--- config.mk ---
export PLATFORM = sky130hd
export DESIGN_NAME = terminal_key_sequence_decoder
export DESIGN_NICKNAME = d
export VERILOG_FILES = /design/src/hdl/tkd_pkg.sv /design/src/hdl/terminal_key_sequence_decoder.sv
export SDC_FILE = /design/constraint.sdc
export NUM_CORES = 1
export LEC_CHECK = 0
export ABC_AREA = 1
export BUFFER_PORTS_ARGS = -buffer_cell sky130_fd_sc_hd__clkbuf_2
export CAP_MARGIN = 15
export CORE_MARGIN = 4
export CORE_UTILIZATION = 30
export CTS_CLUSTER_SIZE = 24
export DETAILED_ROUTE_END_ITERATION = 6
export PLACE_DENSITY = 0.44
export SETUP_SLACK_MARGIN = 0.02
export SYNTH_ARGS = -nofsm -noshare
export SYNTH_HDL_FRONTEND = slang
export SYNTH_SLANG_ARGS = --single-unit
export TNS_END_PERCENT = 5
--- constraint.sdc ---
create_clock -name clk -period 4.33 [get_ports clk]
set_clock_uncertainty 0.05 [all_clocks]
set_input_delay 0.2165 -clock clk [delete_from_list [all_inputs] [get_ports clk]]
set_output_delay 0.2165 -clock clk [all_outputs]
set_load 0.01 [all_outputs]
--- src/hdl/tkd_pkg.sv ---
// Shared types, byte codes and decode functions for the terminal key sequence decoder.
package tkd_pkg;

  // Parser position inside an escape sequence or a multibyte character
  typedef enum logic [3:0] {
    MODE_IDLE,
    MODE_ESC,
    MODE_CSI,
    MODE_ONE,
    MODE_MOD1,
    MODE_FIN1,
    MODE_TILDE,
    MODE_TMOD,
    MODE_TFIN,
    MODE_UTF8
  } mode_t;

  // Decoded key kinds
  typedef enum logic [3:0] {
    KEY_CHAR  = 4'd0,
    KEY_UNKN  = 4'd1,
    KEY_UP    = 4'd2,
    KEY_DOWN  = 4'd3,
    KEY_RIGHT = 4'd4,
    KEY_LEFT  = 4'd5,
    KEY_END   = 4'd6,
    KEY_HOME  = 4'd7,
    KEY_ENTER = 4'd8,
    KEY_BKSP  = 4'd9,
    KEY_DEL   = 4'd10,
    KEY_TAB   = 4'd11,
    KEY_INTR  = 4'd12
  } key_t;

  // Modifier bits: bit 0 ctrl, bit 1 shift
  typedef logic [1:0] mods_t;
  localparam mods_t MOD_NONE  = 2'b00;
  localparam mods_t MOD_CTRL  = 2'b01;
  localparam mods_t MOD_SHIFT = 2'b10;

  // Byte codes
  localparam logic [7:0] CH_ETX     = 8'd3;
  localparam logic [7:0] CH_BS      = 8'd8;
  localparam logic [7:0] CH_TAB     = 8'd9;
  localparam logic [7:0] CH_LF      = 8'd10;
  localparam logic [7:0] CH_CR      = 8'd13;
  localparam logic [7:0] CH_ETB     = 8'd23;
  localparam logic [7:0] CH_ESC     = 8'd27;
  localparam logic [7:0] CH_ONE     = 8'd49;
  localparam logic [7:0] CH_TWO     = 8'd50;
  localparam logic [7:0] CH_THREE   = 8'd51;
  localparam logic [7:0] CH_FIVE    = 8'd53;
  localparam logic [7:0] CH_SEMI    = 8'd59;
  localparam logic [7:0] CH_A       = 8'd65;
  localparam logic [7:0] CH_B       = 8'd66;
  localparam logic [7:0] CH_C       = 8'd67;
  localparam logic [7:0] CH_D       = 8'd68;
  localparam logic [7:0] CH_F       = 8'd70;
  localparam logic [7:0] CH_H       = 8'd72;
  localparam logic [7:0] CH_BRACKET = 8'd91;
  localparam logic [7:0] CH_TILDE   = 8'd126;
  localparam logic [7:0] CH_RUBOUT  = 8'd127;

  // Modifier digit of a sequence
  function automatic mods_t mod_of(input logic [7:0] b);
    mods_t m;
    m = MOD_NONE;
    if (b == CH_TWO) m = MOD_SHIFT;
    else if (b == CH_FIVE) m = MOD_CTRL;
    return m;
  endfunction

  // Final byte of a sequence to key kind
  function automatic key_t final_key(input logic [7:0] b);
    key_t k;
    unique case (b)
      CH_THREE: k = KEY_DEL;
      CH_A:     k = KEY_UP;
      CH_B:     k = KEY_DOWN;
      CH_C:     k = KEY_RIGHT;
      CH_D:     k = KEY_LEFT;
      CH_F:     k = KEY_END;
      CH_H:     k = KEY_HOME;
      default:  k = KEY_UNKN;
    endcase
    return k;
  endfunction

  // UTF-8 character length from its lead byte, 0 when not a lead
  function automatic logic [2:0] lead_length(input logic [7:0] b);
    logic [2:0] n;
    if ((b & 8'h80) == 8'h00) n = 3'd1;
    else if ((b & 8'hE0) == 8'hC0) n = 3'd2;
    else if ((b & 8'hF0) == 8'hE0) n = 3'd3;
    else if ((b & 8'hF8) == 8'hF0) n = 3'd4;
    else n = 3'd0;
    return n;
  endfunction

endpackage

--- src/hdl/terminal_key_sequence_decoder.sv ---
// Terminal key sequence decoder: byte parser state and registered key event output.
//
// Takes one terminal byte per word and emits one key event word when a control
// byte, an escape sequence or a UTF-8 character completes, or on a byte that cannot
// lead. Each byte is parsed combinationally by a small state machine; the event
// lands in an output register, so a byte can be accepted every clock unless
// in_stall is high. in_stall rises only while a finished event sits in the output
// register and out_stall holds it there. Bytes that only advance a sequence give no output word.
module terminal_key_sequence_decoder (
  input  logic        clk,
  input  logic        rst,
  input  logic        in_valid,
  output logic        in_stall,
  input  logic [7:0]  in_byte,
  output logic        out_valid,
  input  logic        out_stall,
  output logic [3:0]  key_kind,
  output logic        ctrl_flag,
  output logic        shift_flag,
  output logic        alt_flag,
  output logic [31:0] char_bytes,
  output logic [2:0]  char_length
);
  import tkd_pkg::*;

  // Parser state
  mode_t       mode, mode_next;
  mods_t       pend_mods, pend_mods_next;
  key_t        pend_key, pend_key_next;
  logic [23:0] utf8_gather, utf8_gather_next;
  logic [7:0]  utf8_lead, utf8_lead_next;
  logic [1:0]  utf8_left, utf8_left_next;
  logic [2:0]  utf8_total, utf8_total_next;

  // Result of the current byte
  logic        emit;
  key_t        res_kind;
  mods_t       res_mods;
  logic        res_alt;
  logic [31:0] res_bytes;
  logic [2:0]  res_len;
  logic        run_idle;
  logic [1:0]  upos;
  logic [2:0]  lead_len;
  key_t        fin_key;
  logic        in_fire;

  assign in_stall = out_valid & out_stall;
  assign in_fire  = in_valid & ~in_stall;
  assign lead_len = lead_length(in_byte);
  assign fin_key  = final_key(in_byte);

  // Byte slot for a continuation byte: 1..3
  always_comb begin
    upos = utf8_total[1:0] - utf8_left;
    if (upos == 2'd0) upos = 2'd1;
  end

  // Next state and event decode
  always_comb begin
    mode_next        = mode;
    pend_mods_next   = pend_mods;
    pend_key_next    = pend_key;
    utf8_gather_next = utf8_gather;
    utf8_lead_next   = utf8_lead;
    utf8_left_next   = utf8_left;
    utf8_total_next  = utf8_total;
    emit      = 1'b0;
    res_kind  = KEY_CHAR;
    res_mods  = MOD_NONE;
    res_alt   = 1'b0;
    res_bytes = '0;
    res_len   = 3'd0;
    run_idle  = 1'b0;

    unique case (mode)
      MODE_ESC: begin
        if (in_byte != CH_BRACKET) begin
          emit      = 1'b1;
          res_alt   = 1'b1;
          res_bytes = {24'd0, in_byte};
          res_len   = 3'd1;
        end else begin
          mode_next = MODE_CSI;
        end
      end
      MODE_CSI: begin
        pend_mods_next = MOD_NONE;
        if (in_byte == CH_ONE) begin
          mode_next = MODE_ONE;
        end else if (fin_key == KEY_DEL || fin_key == KEY_UNKN) begin
          pend_key_next = fin_key;
          mode_next     = MODE_TILDE;
        end else begin
          emit     = 1'b1;
          res_kind = fin_key;
        end
      end
      MODE_ONE: begin
        if (in_byte != CH_SEMI) begin
          emit     = 1'b1;
          res_kind = KEY_UNKN;
        end else begin
          mode_next = MODE_MOD1;
        end
      end
      MODE_MOD1: begin
        pend_mods_next = mod_of(in_byte);
        mode_next      = MODE_FIN1;
      end
      MODE_FIN1: begin
        emit     = 1'b1;
        res_kind = fin_key;
        res_mods = pend_mods;
      end
      MODE_TILDE: begin
        if (in_byte == CH_SEMI) begin
          mode_next = MODE_TMOD;
        end else begin
          emit     = 1'b1;
          res_kind = (in_byte == CH_TILDE) ? pend_key : KEY_UNKN;
        end
      end
      MODE_TMOD: begin
        pend_mods_next = mod_of(in_byte);
        mode_next      = MODE_TFIN;
      end
      MODE_TFIN: begin
        emit = 1'b1;
        if (in_byte == CH_TILDE) begin
          res_kind = pend_key;
          res_mods = pend_mods;
        end else begin
          res_kind = KEY_UNKN;
        end
      end
      MODE_UTF8: begin
        case (upos)
          2'd2:    utf8_gather_next = utf8_gather | {8'd0, in_byte, 8'd0};
          2'd3:    utf8_gather_next = utf8_gather | {in_byte, 16'd0};
          default: utf8_gather_next = utf8_gather | {16'd0, in_byte};
        endcase
        utf8_left_next = utf8_left - 2'd1;
        if (utf8_left_next == 2'd0) begin
          emit      = 1'b1;
          res_bytes = {utf8_gather_next, utf8_lead};
          res_len   = utf8_total;
        end
      end
      default: run_idle = 1'b1;
    endcase

    // Start of a new word: control bytes, escape, a UTF-8 lead, or a byte that cannot lead
    if (run_idle) begin
      mode_next = MODE_IDLE;
      unique case (in_byte) inside
        CH_ETX: begin
          emit = 1'b1; res_kind = KEY_INTR;
        end
        CH_TAB: begin
          emit = 1'b1; res_kind = KEY_TAB;
        end
        CH_LF, CH_CR: begin
          emit = 1'b1; res_kind = KEY_ENTER;
        end
        CH_ETB: begin
          emit = 1'b1; res_kind = KEY_BKSP; res_mods = MOD_CTRL;
        end
        CH_BS, CH_RUBOUT: begin
          emit = 1'b1; res_kind = KEY_BKSP;
        end
        CH_ESC: mode_next = MODE_ESC;
        default: begin
          if (lead_len == 3'd0) begin
            emit = 1'b1;
          end else if (lead_len == 3'd1) begin
            emit      = 1'b1;
            res_bytes = {24'd0, in_byte};
            res_len   = 3'd1;
          end else begin
            utf8_lead_next   = in_byte;
            utf8_total_next  = lead_len;
            utf8_left_next   = 2'(lead_len - 3'd1);
            utf8_gather_next = '0;
            mode_next        = MODE_UTF8;
          end
        end
      endcase
    end

    if (emit) mode_next = MODE_IDLE;
  end

  // Parser state registers
  always_ff @(posedge clk) begin
    if (rst) begin
      mode        <= MODE_IDLE;
      pend_mods   <= MOD_NONE;
      pend_key    <= KEY_CHAR;
      utf8_gather <= '0;
      utf8_lead   <= '0;
      utf8_left   <= '0;
      utf8_total  <= '0;
    end else if (in_fire) begin
      mode        <= mode_next;
      pend_mods   <= pend_mods_next;
      pend_key    <= pend_key_next;
      utf8_gather <= utf8_gather_next;
      utf8_lead   <= utf8_lead_next;
      utf8_left   <= utf8_left_next;
      utf8_total  <= utf8_total_next;
    end
  end

  // Output word valid
  always_ff @(posedge clk) begin
    if (rst) begin
      out_valid <= 1'b0;
    end else if (!in_stall) begin
      out_valid <= in_fire & emit;
    end
  end

  // Output word payload
  always_ff @(posedge clk) begin
    if (in_fire && emit) begin
      key_kind    <= res_kind;
      ctrl_flag   <= res_mods[0];
      shift_flag  <= res_mods[1];
      alt_flag    <= res_alt;
      char_bytes  <= res_bytes;
      char_length <= res_len;
    end
  end

endmodule

# Word level (Yosys, flattened, before mapping)
# Cells that the tools add are included.
dict set report op_classes {
  n_addsub 3
  n_eq_ne 44
  n_mux 68
  bitwise 12
  reduce_logical 18
}
# operator count
set ops {}
lappend ops {{2-to-1 mux 32 bit} 5}
lappend ops {{2-to-1 mux 24 bit} 5}
lappend ops {{== test 8 x 7 -> 1 bit (second input constant)} 8}
lappend ops {{case mux 32 bit (2 select lines)} 1}
lappend ops {{2-to-1 mux 4 bit} 14}
lappend ops {{case mux 24 bit (2 select lines)} 1}
lappend ops {{== test 8 x 6 -> 1 bit (second input constant)} 5}
lappend ops {{== test 8 x 4 -> 1 bit (second input constant)} 4}
lappend ops {{case mux 4 bit (7 select lines)} 1}
lappend ops {{2-to-1 mux 3 bit} 9}
lappend ops {{OR 24 x 16 -> 24 bit} 1}
lappend ops {{OR 24 bit} 1}
lappend ops {{OR 24 x 8 -> 24 bit} 1}
lappend ops {{case mux 4 bit (6 select lines)} 1}
lappend ops {{2-to-1 mux 2 bit} 10}
lappend ops {{case mux 4 bit (5 select lines)} 1}
lappend ops {{== test 4 x 3 -> 1 bit (second input constant)} 4}
lappend ops {{== test 4 bit (second input constant)} 4}
lappend ops {{== test 8 x 5 -> 1 bit (second input constant)} 2}
lappend ops {{case mux 4 bit (4 select lines)} 1}
lappend ops {{2-to-1 mux 1 bit} 12}
lappend ops {{!= test 4 bit (second input constant)} 3}
lappend ops {{OR reduction 9 bit} 1}
lappend ops {{== test 4 x 1 -> 1 bit (second input constant)} 2}
lappend ops {{other kinds (34)} 48}
dict set report totals {
  reg_bits 90
  input_bits 12
  wordCells 159
}

# Longest topological paths before layout
dict set report depth {
  ltp_word 13
  mapped_depth 14
}

# Worst setup path after synthesis
# Ideal clock, no wire load.
dict set report synth_path {
  path_type {input -> register}
  startpoint {input in_byte[7]}
  endpoint {register alt_flag, enable pin}
  setup_time_ps 396
  t_arrival_ps 2140
  required_time_ps 3884
  slack_ps 1744
  cell_stages 12
  path_cell_list {buf_4 > inv_4 > nand2_4 > nor2_2 > nand2_1 > inv_1 > nor2_1 > nand2_1 > nand3_2 > nand3_1 > nand2_1 > inv_1}
}
dict set report synth_between {
  elab_chain_cells 12
  elab_cells_between_ends 45
  cone_classes {eq/ne: 25; mux: 15; reduce/logical: 5}
}
# element line
set synth_lines {}
lappend synth_lines {{start: declaration} terminal_key_sequence_decoder.sv:14} ;# input logic [7:0] in_byte,
lappend synth_lines {{== test 8 x 7 -> 1 bit or == test 8 x 6 -> 1 bit (tied branches)} tkd_pkg.sv:76} ;# unique case (b)
lappend synth_lines {{case mux 4 bit (7 select lines)} tkd_pkg.sv:76}
lappend synth_lines {{== test 4 bit or == test 4 x 1 -> 1 bit (tied branches)} terminal_key_sequence_decoder.sv:91} ;# end else if (fin_key == KEY_DEL || fin_key == KEY_UNKN) begin
lappend synth_lines {{logical OR 1 bit} terminal_key_sequence_decoder.sv:91}
lappend synth_lines {{2-to-1 mux 1 bit} terminal_key_sequence_decoder.sv:91}
lappend synth_lines {{2-to-1 mux 1 bit} terminal_key_sequence_decoder.sv:89} ;# if (in_byte == CH_ONE) begin
lappend synth_lines {{case mux 1 bit (6 select lines)} terminal_key_sequence_decoder.sv:76} ;# unique case (mode)
lappend synth_lines {{2-to-1 mux 1 bit} terminal_key_sequence_decoder.sv:176} ;# end else if (lead_len == 3'd1) begin
lappend synth_lines {{2-to-1 mux 1 bit} terminal_key_sequence_decoder.sv:174} ;# if (lead_len == 3'd0) begin
lappend synth_lines {{case mux 1 bit (2 select lines)} terminal_key_sequence_decoder.sv:156} ;# unique case (in_byte) inside
lappend synth_lines {{2-to-1 mux 1 bit (*)} terminal_key_sequence_decoder.sv:154} ;# if (run_idle) begin
lappend synth_lines {{logical AND 1 bit (*)} terminal_key_sequence_decoder.sv:226} ;# if (in_fire && emit) begin
lappend synth_lines {{end signal: assignment} terminal_key_sequence_decoder.sv:230} ;# alt_flag <= res_alt;
lappend synth_lines {{end: declaration} terminal_key_sequence_decoder.sv:20} ;# output logic alt_flag,
# Every way passes the cells marked *; elsewhere a longest branch is shown, timed or not.
# A chain may end at the register's enable or synchronous reset.

# Worst setup path after layout
dict set report layout_path {
  startpoint {register mode[2]}
  endpoint {register key_kind[3], enable pin}
}
dict set report layout_between {
  elab_chain_cells 8
  elab_cells_between_ends 17
  cone_classes {eq/ne: 9; mux: 5; reduce/logical: 3}
}
# element line
set layout_lines {}
lappend layout_lines {{start: declaration} terminal_key_sequence_decoder.sv:27} ;# mode_t mode, mode_next;
lappend layout_lines {{start signal: assignment} terminal_key_sequence_decoder.sv:205} ;# mode <= mode_next;
lappend layout_lines {{== test 4 bit or == test 4 x 3 -> 1 bit (tied branches)} terminal_key_sequence_decoder.sv:76}
lappend layout_lines {{OR reduction 2 bit (no line)} n/a}
lappend layout_lines {{case mux 1 bit (6 select lines)} terminal_key_sequence_decoder.sv:76}
lappend layout_lines {{2-to-1 mux 1 bit} terminal_key_sequence_decoder.sv:176}
lappend layout_lines {{2-to-1 mux 1 bit} terminal_key_sequence_decoder.sv:174}
lappend layout_lines {{case mux 1 bit (2 select lines)} terminal_key_sequence_decoder.sv:156}
lappend layout_lines {{2-to-1 mux 1 bit (*)} terminal_key_sequence_decoder.sv:154}
lappend layout_lines {{logical AND 1 bit (*)} terminal_key_sequence_decoder.sv:226}
lappend layout_lines {{end signal: assignment} terminal_key_sequence_decoder.sv:227} ;# key_kind <= res_kind;
lappend layout_lines {{end: declaration} terminal_key_sequence_decoder.sv:17} ;# output logic [3:0] key_kind,
# Marked as above.

==> metrics.csv <==
stage;metric;value;unit
power;p_leak;2.039;nW
yosys;ys_types;45;
timing;max_slew_margin;34.18;%
placement;port_buffers;55;
clocking;numCtsBuffers;9;
yosys;synth.area.top_cells;edfxtp_1 28%, dfxtp_1 21%, nand2_1 9.0%;
critical_path;max_stage_delay;0.48;ns
clocking;cts_sinks;90;
power;power.density;596.6;nW/µm²
timing;finalCritPeriodShare;64.93;%
yosys;syn_area;4498;µm²
critical_path;critPathTopFamily;buffers and inverters;
yosys;synth_top_area_share;28.04;%
yosys;synth-edff-count;42;
route;antenna_left;0;
critical_path;worstSetupPathType;reg -> reg;
yosys;synthFlopType;dfxtp_1;
finish;stdcell_area;5170;µm²
global_route;grt-ovfl-total;0;
global_route;grt_pass1_wl;19090;µm
clocking;clockBufferDepth;2;
power;comb_power_share;37.7;%
die;die_area;17020;µm²
critical_path;crit_path_start_kind;flop;
die;fp.dieH;130.5;µm
die;die_w;130.5;µm
power;netSwitchingFraction;38.87;%
placement;gp_congestion;0.8767;
global_route;met1_usage;19.89;%
global_route;grt_max_degree;30;
route;first_pass_iters;4;
route;via_per_inst;4.761;
global_route;grtUsageTotal;14.79;%
power;ir_drop;0.0002468;V
yosys;synth_xor_xnor_area_share;0;%
finish;final_cells;785;
yosys;async_flop_share;0;%
yosys;yosysSeqAreaShare;49.40;%
route;via_count;3737;
finish;syn2layout_area_growth;14.94;%
die;core-area;14590;µm²
die;rows;44;
clocking;clk_latency;0.35;ns
timing;finalMaxSlewViolations;0;
placement;place_inst;769;
placement;dpl-instance-area;4903;µm²
yosys;syn_avg_cell_area;8.208;µm²
finish;drive_gt1_share;19.80;%
yosys;yosysMostFrequentCell;nand2_1;
timing;rsz0062_at_grt;false;
global_route;grt_antenna_before_repair;0;
job;cap_violations;0;
yosys;synth_top_family_by_area;simple AND/OR/NAND/NOR gates;
timing;setup_tns;0;ns
critical_path;crit_fanout;29;
yosys;muxShareOfSynthArea;0;%
clocking;htreeDepth;3;
timing;timing.fmax;355.7;MHz
power;netSwitchingPower;0.001199;W
run_status;outcome;complete, no violations;
finish;layout.nets;610;
yosys;synth_compound_area_share;13.02;%
placement;place_hpwl;8757;µm
timing;fin_crit;2.811;ns
global_route;grt.met3_usage;3.008;%
yosys;synth_top_cells_by_count;108 x nand2_1, 69 x nor2_1, 58 x inv_1, 48 x dfxtp_1, 43 x nand3_1;
critical_path;path_buf_inv;3;
power;p_int;0.001885;W
finish;post-route-util;35.44;%
global_route;grt_busiest_layer;met2;
critical_path;cp_common_cell;nand2_1;
critical_path;path_cells;nor2_1 -> nand2_1 -> inv_2 -> nand2_1 -> nand3_1 -> nor2_4 -> nand3_1 -> nand2_1 -> clkinv_1 -> buf_4;
clocking;root_buffer;clkbuf_16;
clocking;postCtsHoldBufs;0;
yosys;synth_top_area_cell;edfxtp_1;
global_route;grt_pass1_vias;3511;
yosys;syn-instance-count;548;
yosys;yosys_warnings;0;
route;drc;0;
power;seq_power_share;38.9;%
yosys;ys_ff_latch;90;
critical_path;end_kind;flop;
yosys;synth_fa_ha_area_share;0.5563;%
die;initial_core_util;30.83;%
critical_path;arrival;2.82;ns
route;routed_wirelength;12140;µm
critical_path;rrSetupSlack;1.52;ns
route;drt_iter0_drc;292;
route;wl_per_cell;15.46;µm
critical_path;worstPathRequired;4.34;ns
worst_hold_path;min_path_type;in -> reg;
power;clockPowerShare;23.4;%
global_route;use_met2;23.42;%
die;ios;56;
clocking;cts_setup_buffers;0;
timing;setup_viol;0;
clocking;cts_resized;0;
timing;finalHoldViolations;0;
critical_path;crit_path_top_delay_cell;clkinv_1;
clocking;cts_tree;done;
clocking;cts.clk_slew.worst_paths;0.06;ns
yosys;synth_simple_gate_area_share;28.57;%
timing;worstMarginPinSlew;0.9863;ns
power;total_power;0.003084;W
yosys;postSynthNetCount;562;
finish;antennaDiodeCount;0;
-- path summary, 6_finish.rpt --
path                             startpoint           to  cells past startpoint
worst min register to register  pend_key[2]  pend_key[2]                      2
worst max register to register      mode[2]  key_kind[3]                     10
worst min-delay path              out_stall    out_valid                      3
worst max-delay path                mode[2]  key_kind[3]                     10
-- metrics by stage --
step | setup WS, ns | hold WS, ns
after global placement | 1.551 | 0.3887
final | 1.519 | 0.1118
after global routing | 1.246 | 0.1431
after detailed placement | 1.452 | 0.3849
after floorplan | 1.744 | 0.2450
after CTS | 1.532 | 0.09250
-- cell type report --
class	count	area, µm²
Timing Repair Buffer	58	297.8
Fill cell	1506	9419
Sequential cell	90	2222
Multi-Input combinational cell	371	1898
Clock buffer	13	250.2
Tap cell	184	230.2
Clock inverter	3	16.27
Inverter	66	255.2
-- power groups by stage --
stage	logic (W)	registers (W)	clock network, W
floorplan	0.000736	0.00129	0
global placement	0.00117	0.00122	0
detailed placement	0.00117	0.00122	0
CTS	0.00118	0.00120	0.000748
global route	0.00129	0.00122	0.000781
finish	0.00116	0.00120	0.000722
-- worst register-to-register path: stages, from the launching register on --
cell,delay (ns)
dfxtp_1,0.45
nor2_1,0.12
nand2_1,0.19
inv_2,0.14
nand2_1,0.11
nand3_1,0.12
nor2_4,0.18
nand3_1,0.11
nand2_1,0.12
clkinv_1,0.48
buf_4,0.46
-- sequential cells by signal, indices dropped and copies added, names as in the netlist --
register,cells
char_bytes,32
utf8_gather,24
utf8_lead,8
key_kind,4
mode,4
pend_key,4
char_length,3
utf8_total,3
pend_mods,2
utf8_left,2
alt_flag,1
ctrl_flag,1
out_valid,1
shift_flag,1
-- routing by layer --
metal | part of all wire [%] | vias to the layer above | wire [µm]
met5 | 0 | - | 0
met4 | 1.2 | 0 | 148
met3 | 4.1 | 13 | 503
met2 | 46 | 58 | 5590
met1 | 49 | 1753 | 5892
li1 | - | 1913 | -
-- layout by cell type, fill, tap and decap left out, types with 4 or more instances in the layout --
master	instances
nand2_1	108
nor2_1	68
inv_1	57
clkbuf_2	55
dfxtp_1	48
nand3_1	43
a21oi_1	42
edfxtp_1	42
o21ai_0	35
clkbuf_16	9
nor3_2	8
nor2_2	7
nand4_1	7
o21ai_2	6
nand2_2	5
inv_2	4
nand3_2	4
nor3_1	4
-- kinds of logic (layout without fill, tap and decap cells) --
logic type | count (synthesis) | after routing
AO/OA/AOI/OAI | 102 | 102
adder cells (fa/ha/maj) | 2 | 2
buffers and inverters | 87 | 140
flip-flops | 90 | 90
AND/OR/NAND/NOR | 267 | 267
(Power assumes the default switching activity.)
